[config.mk]
export PLATFORM = sky130hd
export DESIGN_NAME = mts_ctrl
export DESIGN_NICKNAME = d
export VERILOG_FILES = /design/src/rtl/mts_pkg.sv /design/src/rtl/mts_ctrl.sv
export SDC_FILE = /design/constraint.sdc
export NUM_CORES = 1
export LEC_CHECK = 0
export BUFFER_PORTS_ARGS = -buffer_cell sky130_fd_sc_hd__buf_4
export CAP_MARGIN = 20
export CELL_PAD_IN_SITES_DETAIL_PLACEMENT = 1
export CELL_PAD_IN_SITES_GLOBAL_PLACEMENT = 2
export CORE_AREA = 2 2 39 41
export CTS_CLUSTER_SIZE = 20
export DETAILED_ROUTE_END_ITERATION = 16
export DIE_AREA = 0 0 41 43
export PLACE_DENSITY_LB_ADDON = 0.2
export SKIP_LAST_GASP = 1
export SYNTH_ARGS = -nofsm -noshare
export SYNTH_HDL_FRONTEND = slang
export SYNTH_SLANG_ARGS = --single-unit
[constraint.sdc]
create_clock -name clk -period 3.2 [get_ports clk]
set_clock_uncertainty 0.1 [all_clocks]
set_input_delay 0.32 -clock clk [delete_from_list [all_inputs] [get_ports clk]]
set_output_delay 0.32 -clock clk [all_outputs]
set_load 0.01 [all_outputs]
[src/rtl/mts_pkg.sv]
`default_nettype none

package mts_pkg;

    // Stream payload widths
    localparam int IN_TDATA_W  = 32;
    localparam int IN_TUSER_W  = 2;
    localparam int OUT_TDATA_W = 80;
    localparam int CAP_W       = 9;
    localparam int TOTAL_W     = 9;

    // Capacity after reset
    localparam logic [CAP_W-1:0] CAP_RESET = 9'd256;

    // Command codes; any other code reads the state only
    localparam logic [1:0] CMD_PUSH = 2'd0;
    localparam logic [1:0] CMD_POP  = 2'd1;
    localparam logic [1:0] CMD_READ = 2'd2;

    // Status codes
    localparam logic [1:0] STAT_OK    = 2'd0;
    localparam logic [1:0] STAT_FULL  = 2'd1;
    localparam logic [1:0] STAT_EMPTY = 2'd2;

    typedef enum logic [1:0] {
        ST_IDLE,
        ST_EXEC,
        ST_FETCH,
        ST_RESP
    } state_t;

    // Controller to datapath
    typedef struct packed {
        logic latch_in;
        logic exec;
        logic fetch;
        logic load_out;
    } ctrl_cmd_t;

    // Datapath to controller
    typedef struct packed {
        logic pop_ok;
    } dp_status_t;

endpackage

`default_nettype wire

[src/rtl/mts_ctrl.sv]
`default_nettype none

module mts_ctrl (
    input  wire                 clk,
    input  wire                 rst_n,
    input  wire                 s_tvalid,
    output logic                s_tready,
    output logic                m_tvalid,
    input  wire                 m_tready,
    output mts_pkg::ctrl_cmd_t  cmd,
    input  mts_pkg::dp_status_t status
);

    mts_pkg::state_t state_reg;
    mts_pkg::state_t state_next;
    logic            out_valid_reg;
    logic            out_valid_next;

    always_ff @(posedge clk or negedge rst_n)
    begin
        if (!rst_n)
        begin
            state_reg     <= mts_pkg::ST_IDLE;
            out_valid_reg <= 1'b0;
        end
        else
        begin
            state_reg     <= state_next;
            out_valid_reg <= out_valid_next;
        end
    end

    always_comb
    begin
        state_next     = state_reg;
        cmd            = '0;
        s_tready       = 1'b0;
        out_valid_next = out_valid_reg && !m_tready;
        unique case (state_reg)
            mts_pkg::ST_IDLE:
            begin
                s_tready = 1'b1;
                if (s_tvalid)
                begin
                    cmd.latch_in = 1'b1;
                    state_next   = mts_pkg::ST_EXEC;
                end
            end
            mts_pkg::ST_EXEC:
            begin
                cmd.exec   = 1'b1;
                state_next = status.pop_ok ? mts_pkg::ST_FETCH : mts_pkg::ST_RESP;
            end
            mts_pkg::ST_FETCH:
            begin
                cmd.fetch  = 1'b1;
                state_next = mts_pkg::ST_RESP;
            end
            mts_pkg::ST_RESP:
            begin
                // hold until the output register is free
                if (!out_valid_reg || m_tready)
                begin
                    cmd.load_out   = 1'b1;
                    out_valid_next = 1'b1;
                    state_next     = mts_pkg::ST_IDLE;
                end
            end
            default:
            begin
                state_next = mts_pkg::ST_IDLE;
            end
        endcase
    end

    assign m_tvalid = out_valid_reg;

endmodule

`default_nettype wire

==> results.md, run 1 <==
* Num ports at 11
* Slowest-stage cell, CP: dfrtp_1
* Crit path kind: flip-flop to primary output
* Num rows at 14
* Area Overhead vs Synth at 56.8%
* DRC Markers at 0
* Worst-margin pin slew at 186 ps
* Max Slew Vio Count at 0
* Gr ovfl total at 0
* First-pass GRT wire length at 807 um
* Crit Path Max Fanout at 5
* Critical path data arrival time at 1270 ps
* Dpl ws at 1690 ps
* Multi-input gate area at 145 um^2
* Drt total wl at 505 um
* Avg Vias per Cell at 3.67
* Gr usage total at 0.0734
* Post-synth cell types at 11
* Initial antenna violation count at 0
* Max rail drop VDD at 0.321 mV
* Ant diodes at 0
* Post-CTS sizing at 0
* Status: completed
* Initial Util at 0.167
* Slew HR at 0.875
* Core area at 1380 um^2
* Cell family with most CP delay: flip-flops
* DRT antenna net count at 0
* Final Setup Violations at 0
* Worst-path cell chain: inv_1, ha_1, and2_1, buf_4
* Die height at 43 um
* Iteration-0 DRC Markers at 0
* Via count at 191
* Root Driver: clkbuf_4
* RSZ-0062 raised after global routing: false
* Fin Hold WS at 292 ps
* Period minus WS final at 1690 ps
* Syn_nets at 30
* Max-cap viol count at 0
* Longest Clk Path Bufs at 2
* Pwr dens at 977 nW/um^2
* Setup WS post-layout at 1510 ps
* Critical path startpoint category: flip-flop
* Vias in the first global route at 191
* Fin. Hold Viols at 0
* Router iterations before antenna repair at 1
* Reg area at 75.1 um^2
* Skew-Pair Late Insertion Delay at 230 ps
* Ys Warns at 0
* Share of layout cells above drive strength 1 at 0.444
* Final HPWL DP at 432 um
* Inserted Clock Buffers at 3
* Commonest non-fill, non-tap cell in the layout: buf_4
* DIE AREA at 1760 um^2
* #FFs+latches synth at 3
* Sequential area share after synthesis at 0.324
* Required time of the critical path at 2780 ps
* Worst min path class: input pin to flip-flop
* Clk slew on worst S/H paths at 40 ps
* Critical path buffers and inverters at 2
* Clock net sink count at 3
* Crit-path max cell delay at 400 ps
* Netlist Area Pre-Place at 231 um^2
* Max reg flops at 2
* Gate Count Post-Synth at 21
* Largest net degree at the start of global routing at 6
* Most frequent cells in the layout: buf_4 (10), ha_1 (4)
* Die Span X at 41 um
* Fin crit share at 0.529
* TNS Setup at 0 ps
* Leak at 0.200 nW
* Peak Freq at 0.590 GHz
* H-tree depth at 1
* Final net count at 46
* Syn Area/Cell at 11.0 um^2
* Layout fillers at 171
* GPL Wtd Cong at 0.716
* CTS tree: done
* Critical Path End Type: primary output
* I/O Buffers at 10
* WL/cell at 9.71 um
==> final cells by class <==
class	instances	share of cell area
multi-input combinational	15	0.400
timing repair buffer	11	0.234
sequential	3	0.207
clock buffer	4	0.0724
tap	16	0.0552
inverter	3	0.0310
==> path summary, 6_finish.rpt <==
path / end / cells past startpoint / slack, ps / startpoint
worst max-delay path: cmd[3] / 4 / 1510 / state_reg[0]$_DFFE_PN0P_
worst min-delay path: m_tvalid$_DFF_PN0_ / 3 / 290 / m_tready
worst max register to register: state_reg[1]$_DFFE_PN0P_ / 5 / 1670 / state_reg[0]$_DFFE_PN0P_
worst min register to register: m_tvalid$_DFF_PN0_ / 2 / 520 / m_tvalid$_DFF_PN0_
max in group asynchronous: state_reg[1]$_DFFE_PN0P_ / 2 / 2590 / rst_n
min in group asynchronous: state_reg[0]$_DFFE_PN0P_ / 2 / 320 / rst_n
==> per-stage QoR <==
step / std cells / utilization / total power [W] / cell area [um^2]
after global routing: 52 / 0.262 / 0.000391 / 363
after floorplan: 21 / - / 0.000209 / 231
after global placement: 47 / 0.236 / 0.000283 / 327
after detailed placement: 47 / 0.236 / 0.000291 / 327
final: 52 / 0.262 / 0.000354 / 363
after CTS: 52 / 0.262 / 0.000363 / 363
==> routing by layer <==
| metal | GRT usage | vias up | wire length (um) |
|---|---|---|---|
| met1 | 0.0874 | 90 | 212 |
| met5 | 0 | - | 0 |
| met4 | 0.0800 | 0 | 0 |
| li1 | - | 97 | - |
| met2 | 0.0969 | 4 | 271 |
| met3 | 0.0157 | 0 | 21 |
==> worst min-delay path: cells and delay by family <==
kind	cells	cell delay [ps]
and+or+nand+nor	2	170
buffers and inverters	1	80
==> where the power goes <==
part / internal (W) / leakage (nW) / total, W / switching, W
sequential: 0.0000592 / 0.0353 / 0.0000869 / 0.0000277
clock: 0.0000467 / 0.0150 / 0.0000663 / 0.0000195
combinational: 0.000110 / 0.150 / 0.000201 / 0.0000909
==> cell usage after synthesis <==
cell,number,area (um^2)
ha_1,4,50.1
dfrtp_1,3,75.1
inv_1,3,11.3
nand2b_1,3,18.8
and2_1,2,12.5
a31oi_1,1,6.26
mux2_4,1,15.0
nand3b_4,1,20.0
nor2_1,1,3.75
o21ai_2,1,8.76
o2bb2a_1,1,10.0
==> what timing repair did <==
| item | 4_1_cts | 5_1_grt |
|---|---|---|
| endpoints found under the hold margin | 3 | 0 |
| buffers inserted | 0 | 0 |
| hold buffers | 1 | 0 |
==> kinds of logic (layout without fill, tap and decap cells) <==
kind of cell    Yosys count  after routing  synth area share
simple gates              7              7             0.238
fa+ha+maj                 4              4             0.216
compound gates            3              3             0.108
flops                     3              3             0.324
buf+inv                   3             18            0.0486
mux                       1              1            0.0648
(Power assumes the default switching activity.)
==> run 2: changes to the inputs <==
--- a/config.mk
+++ b/config.mk
@@ -5,6 +5,7 @@
 export SDC_FILE = /design/constraint.sdc
 export NUM_CORES = 1
 export LEC_CHECK = 0
+export ABC_AREA = 1
 export BUFFER_PORTS_ARGS = -buffer_cell sky130_fd_sc_hd__buf_4
 export CAP_MARGIN = 20
 export CELL_PAD_IN_SITES_DETAIL_PLACEMENT = 1
==> constraint.sdc (replaced) <==
create_clock -name clk -period 1.57 [get_ports clk]
set_clock_uncertainty 0.1 [all_clocks]
set_input_delay 0.157 -clock clk [delete_from_list [all_inputs] [get_ports clk]]
set_output_delay 0.157 -clock clk [all_outputs]
set_load 0.01 [all_outputs]
==> results.md, run 2 <==
* Clk slew on worst S/H paths at 40 ps
* Initial Util at 0.169
* GPL Wtd Cong at 0.631
* Fin crit share at 0.941
* Core area at 1380 um^2
* Worst min path class: input pin to flip-flop
* Multiplexer share of the synthesized area at 0
* Gr usage total at 0.0764
* Asr flop ratio synth at 1.00
* Power, Total at 0.000690 W
* Skew-Pair Late Insertion Delay at 230 ps
* Max-cap viol count at 0
* Critical path startpoint category: flip-flop
* Critical path data arrival time at 1220 ps
* Syn_nets at 39
* Required time of the critical path at 1310 ps
* TNS Setup at 0 ps
* DIE AREA at 1760 um^2
* Final net count at 55
* Gr ovfl total at 0
* Max rail drop VDD at 0.545 mV
* Most frequent cell after synthesis: nand2_1
* Worst r2r path cells at 6
* Fin. Hold Viols at 0
* Max reg flops at 2
* Design area at 365 um^2
* Worst-margin pin slew at 151 ps
* Netlist Area Pre-Place at 234 um^2
* Area Overhead vs Synth at 56.1%
* Via count at 227
* Vias in the first global route at 226
* Peak Freq at 0.677 GHz
* Cell taking the most area after synthesis: dfrtp_1
* Post-synth cell types at 9
* WL/cell at 8.84 um
* Crit-path max cell delay at 410 ps
* Most frequent cells in the layout: buf_4 (10), nand2_1 (9), inv_1 (7)
* Drt total wl at 539 um
* Die height at 43 um
* DRC Markers at 0
* Synth Area in Compound Gates at 0.0535
* Worst path most repeated cell: inv_1
* Die Span X at 41 um
* Post-CTS sizing at 0
* CP Launch Point: state_reg[1]$_DFFE_PN0P_
* Leak at 0.224 nW
* Pwr dens at 1890 nW/um^2
* Max Slew Vio Count at 0
* Ys Warns at 0
* Largest net degree at the start of global routing at 6
* Area contributors post-synth: dfrtp_1 (32%), ha_1 (21%), nand2_1 (14%)
* Main synth FF type: dfrtp_1
* Synth top area share at 0.321
* H-tree depth at 1
* First-pass GRT wire length at 869 um
* Setup Fix Bufs, Post-CTS at 0
* Root Driver: clkbuf_4
* I/O Buffers at 10
* DRT antenna net count at 0
* Longest Clk Path Bufs at 2
* Status: completed
* NetSw at 0.000284 W
* Layout fillers at 166
* Crit path kind: flip-flop to primary output
* R2r setup slk at 340 ps
* Final Setup Violations at 0
* Syn Area/Cell at 7.80 um^2
* R2R Path End: state_reg[1]$_DFFE_PN0P_
* Gate Count Post-Synth at 30
* Pint at 0.000406 W
* CTS tree: done
* #FFs+latches synth at 3
* Clock net sink count at 3
* RSZ-0062 raised after global routing: false
* Final HPWL DP at 456 um
* Top cells by instance count after synthesis: nand2_1 (9), inv_1 (7), ha_1 (4), dfrtp_1 (3)
* Router iterations before antenna repair at 2
* Num ports at 11
* RR Startpoint: state_reg[0]$_DFFE_PN0P_
* EDFF count, synth at 0
* Worst-path cell chain: inv_1, ha_1, nand2_1, inv_1, buf_4
* Post-synthesis xor/xnor area fraction at 0
* Commonest non-fill, non-tap cell in the layout: buf_4
* Critical Path End Type: primary output
* Hold buffer count at CTS at 1
* Switching share of power at 0.412
* Slowest-stage cell, CP: dfrtp_1
* Initial antenna violation count at 0
* Avg Vias per Cell at 3.72
* Slew HR at 0.899
* Sequential power share at 0.241
* Crit path to: cmd[3]
* Iteration-0 DRC Markers at 2
* Num rows at 14
* Share of layout cells above drive strength 1 at 0.356
* Period minus WS final at 1480 ps
* Crit Path Max Fanout at 4
* Post-Synth Adder-Cell Area at 0.214
* Inserted Clock Buffers at 3
* Ant diodes at 0
* Post-DP Area at 329 um^2
* Main combinational cell family by area after synthesis: simple AND/OR/NAND/NOR gates
* Combinational power share at 0.562
* Clock power share at 0.197
* Post-Synth Simple-Gate Area at 0.299
* Sequential area share after synthesis at 0.321
[run 2: kinds of logic (layout without fill, tap and decap cells)]
logic type	after synthesis	count (layout)
and+or+nand+nor	14	14
buffers and inverters	7	22
adders and majority gates	4	4
DFF	3	3
AOI/OAI and AO/OA	2	2
[run 2: how the worst min path moves through the flow]
stage | startpoint | endpoint | slack, ps | depth (start not counted)
after detailed placement | rst_n | state_reg[1]$_DFFE_PN0P_ | -150 | 1
final | m_tready | m_tvalid$_DFF_PN0_ | 90 | 4
after CTS | m_tready | m_tvalid$_DFF_PN0_ | 80 | 4
after global placement | rst_n | state_reg[1]$_DFFE_PN0P_ | -150 | 1
after floorplan | rst_n | m_tvalid$_DFF_PN0_ | -240 | 0
after global routing | m_tready | m_tvalid$_DFF_PN0_ | 110 | 4
[run 2: cell type report]
cell class                      count  area [um^2]  share of cell area
Inverter                            7         26.3              0.0719
Tap cell                           16         20.0              0.0548
Multi-Input combinational cell     20          133               0.363
Timing Repair Buffer               11         85.1               0.233
Clock buffer                        4         26.3              0.0719
Sequential cell                     3         75.1               0.205
[run 2: power groups by stage]
stage / Combinational, W / Clock (W) / Sequential (W)
after floorplan: 0.000242 / 0 / 0.000164
after global placement: 0.000394 / 0 / 0.000165
after detailed placement: 0.000395 / 0 / 0.000170
after CTS: 0.000401 / 0.000145 / 0.000169
after global routing: 0.000452 / 0.000156 / 0.000177
final: 0.000388 / 0.000136 / 0.000166
[run 2: layer usage]
layer | GRT usage | vias up | share of wire
met4 | 0.0600 | 0 | 0
met2 | 0.116 | 7 | 0.52
li1 | - | 119 | -
met3 | 0.0366 | 0 | 0.091
met1 | 0.0742 | 101 | 0.39
met5 | 0 | - | 0
[run 2: critical path: cells and delay by family, from the launching register on]
family,cells,cell delay (ps)
buffers and inverters,3,280
flip-flops,1,410
AND/OR/NAND/NOR,1,70
adder cells (fa/ha/maj),1,230
[run 2: metrics by stage]
step           instances  hold slack [ps]  setup slack, ps  utilization
2_1_floorplan         30             -239              371            -
3_3_place_gp          56             -148              335        0.238
3_5_place_dp          56             -148              309        0.238
4_1_cts               61             84.7             52.0        0.264
5_1_grt               61              114            0.373        0.264
6_report              61             92.1             93.0        0.264
==> run 3: changes to the inputs <==
--- a/config.mk
+++ b/config.mk
@@ -6,16 +6,15 @@
 export NUM_CORES = 1
 export LEC_CHECK = 0
 export ABC_AREA = 1
-export BUFFER_PORTS_ARGS = -buffer_cell sky130_fd_sc_hd__buf_4
-export CAP_MARGIN = 20
+export CAP_MARGIN = 40
 export CELL_PAD_IN_SITES_DETAIL_PLACEMENT = 1
 export CELL_PAD_IN_SITES_GLOBAL_PLACEMENT = 2
 export CORE_AREA = 2 2 39 41
 export CTS_CLUSTER_SIZE = 20
 export DETAILED_ROUTE_END_ITERATION = 16
 export DIE_AREA = 0 0 41 43
+export DONT_BUFFER_PORTS = 1
 export PLACE_DENSITY_LB_ADDON = 0.2
-export SKIP_LAST_GASP = 1
 export SYNTH_ARGS = -nofsm -noshare
 export SYNTH_HDL_FRONTEND = slang
 export SYNTH_SLANG_ARGS = --single-unit
==> results.md, run 3 (same netlist as run 2, synthesis figures left out) <==
* First-pass GRT wire length at 752 um
* Critical path startpoint category: flip-flop
* Die height at 43 um
* CTS tree: done
* Iteration-0 DRC Markers at 0
* Crit path kind: flip-flop to primary output
* DRT antenna net count at 0
* TNS Setup at 0 ps
* Gr usage total at 0.0654
* Vias in the first global route at 198
* Pwr dens at 2050 nW/um^2
* CP Launch Point: state_reg[1]$_DFFE_PN0P_
* Ant diodes at 0
* Drt total wl at 467 um
* Die Span X at 41 um
* Peak Freq at 0.699 GHz
* Max reg flops at 2
* Max-cap viol count at 0
* Area Overhead vs Synth at 25.1%
* Num rows at 14
* Final HPWL DP at 385 um
* Longest Clk Path Bufs at 2
* Crit Path Max Fanout at 4
* Avg Vias per Cell at 3.76
* Final Setup Violations at 0
* Skew-Pair Late Insertion Delay at 230 ps
* Required time of the critical path at 1310 ps
* R2R Path End: state_reg[1]$_DFFE_PN0P_
* Clk slew on worst S/H paths at 40 ps
* Initial antenna violation count at 0
* Status: completed
* Worst-margin pin slew at 263 ps
* Worst r2r path cells at 5
* I/O Buffers at 0
* Leak at 0.172 nW
* Core area at 1380 um^2
* Max rail drop VDD at 0.547 mV
* Critical Path End Type: primary output
* Fin crit share at 0.912
* Largest net degree at the start of global routing at 6
* R2r setup slk at 320 ps
* Clock net sink count at 3
* Gr ovfl total at 0
* Inserted Clock Buffers at 3
* GPL Wtd Cong at 0.579
* Fin Hold WS at 13.7 ps
* Critical path data arrival time at 1170 ps
* Post-layout util at 0.212
* WL/cell at 9.16 um
* Period minus WS final at 1430 ps
* RSZ-0062 raised after global routing: false
* DRC Markers at 0
* Via count at 192
* Router iterations before antenna repair at 1
* Most frequent cells in the layout: nand2_1 (9), inv_1 (7), ha_1 (3), clkbuf_4 (3), dfrtp_1 (3)
* Fin. Hold Viols at 0
* Final net count at 45
* Slew HR at 0.825
* H-tree depth at 1
* Crit path to: cmd[3]
* Setup Fix Bufs, Post-CTS at 0
* Num ports at 11
* Worst min path class: input pin to flip-flop
* Commonest non-fill, non-tap cell in the layout: nand2_1
* Max Slew Vio Count at 0
* Share of layout cells above drive strength 1 at 0.200
* RR Startpoint: state_reg[1]$_DFFE_PN0P_
* Root Driver: clkbuf_4
* DIE AREA at 1760 um^2
* Initial Util at 0.169
## run 3: changes by cell type in the layout (fill, tap and decap cells not counted), sizes merged
cell,change
buf,-10
## run 3: area by class of cell
class / count / area, um^2
tap: 16 / 20.0
multi-input combinational: 20 / 135
timing repair buffer: 1 / 10.0
clock buffer: 4 / 26.3
sequential: 3 / 75.1
fill: 164 / 1090
inverter: 7 / 26.3
## run 3: what timing repair did
action / in CTS / in global routing
setup endpoints to repair: 0 / 1
endpoints found under the hold margin: 3 / 0
hold buffers: 1 / 0
gates resized for setup: 0 / 1
## run 3: metrics by stage
| step | instances | area (um^2) | power (W) | worst slack, ps |
|---|---|---|---|---|
| after floorplan | 30 | 234 | 0.000406 | 371 |
| after global placement | 46 | 254 | 0.000465 | 245 |
| after detailed placement | 46 | 254 | 0.000471 | 216 |
| after CTS | 51 | 290 | 0.000619 | 56.4 |
| after global routing | 51 | 293 | 0.000679 | 23.1 |
| final | 51 | 293 | 0.000601 | 139 |
## run 3: worst max-delay path, stage by stage (launching register included)
cell,delay (ps)
dfrtp_1,410
inv_1,120
ha_2,260
nand2_1,60
inv_1,90
## run 3: worst min path at each step
stage | cells after the start | end | slack (ps) | startpoint
after floorplan | 0 | m_tvalid$_DFF_PN0_ | -240 | rst_n
after global placement | 0 | m_tvalid$_DFF_PN0_ | -240 | rst_n
after detailed placement | 0 | state_reg[1]$_DFFE_PN0P_ | -240 | rst_n
after CTS | 3 | m_tvalid$_DFF_PN0_ | 7 | m_tready
after global routing | 3 | m_tvalid$_DFF_PN0_ | 30 | m_tready
final | 3 | m_tvalid$_DFF_PN0_ | 10 | m_tready
## run 3: report_power, final
group | switching [W] | internal (W) | total (W)
logic | 0.000177 | 0.000115 | 0.000292
registers | 0.0000555 | 0.000120 | 0.000175
clock network | 0.0000384 | 0.0000951 | 0.000134
total | 0.000271 | 0.000330 | 0.000601
## run 3: routing by layer
metal / global-route usage / routed length (um)
met1: 0.0712 / 183
met2: 0.0938 / 240
met3: 0.0209 / 43
met4: 0.0600 / 0
met5: 0 / 0
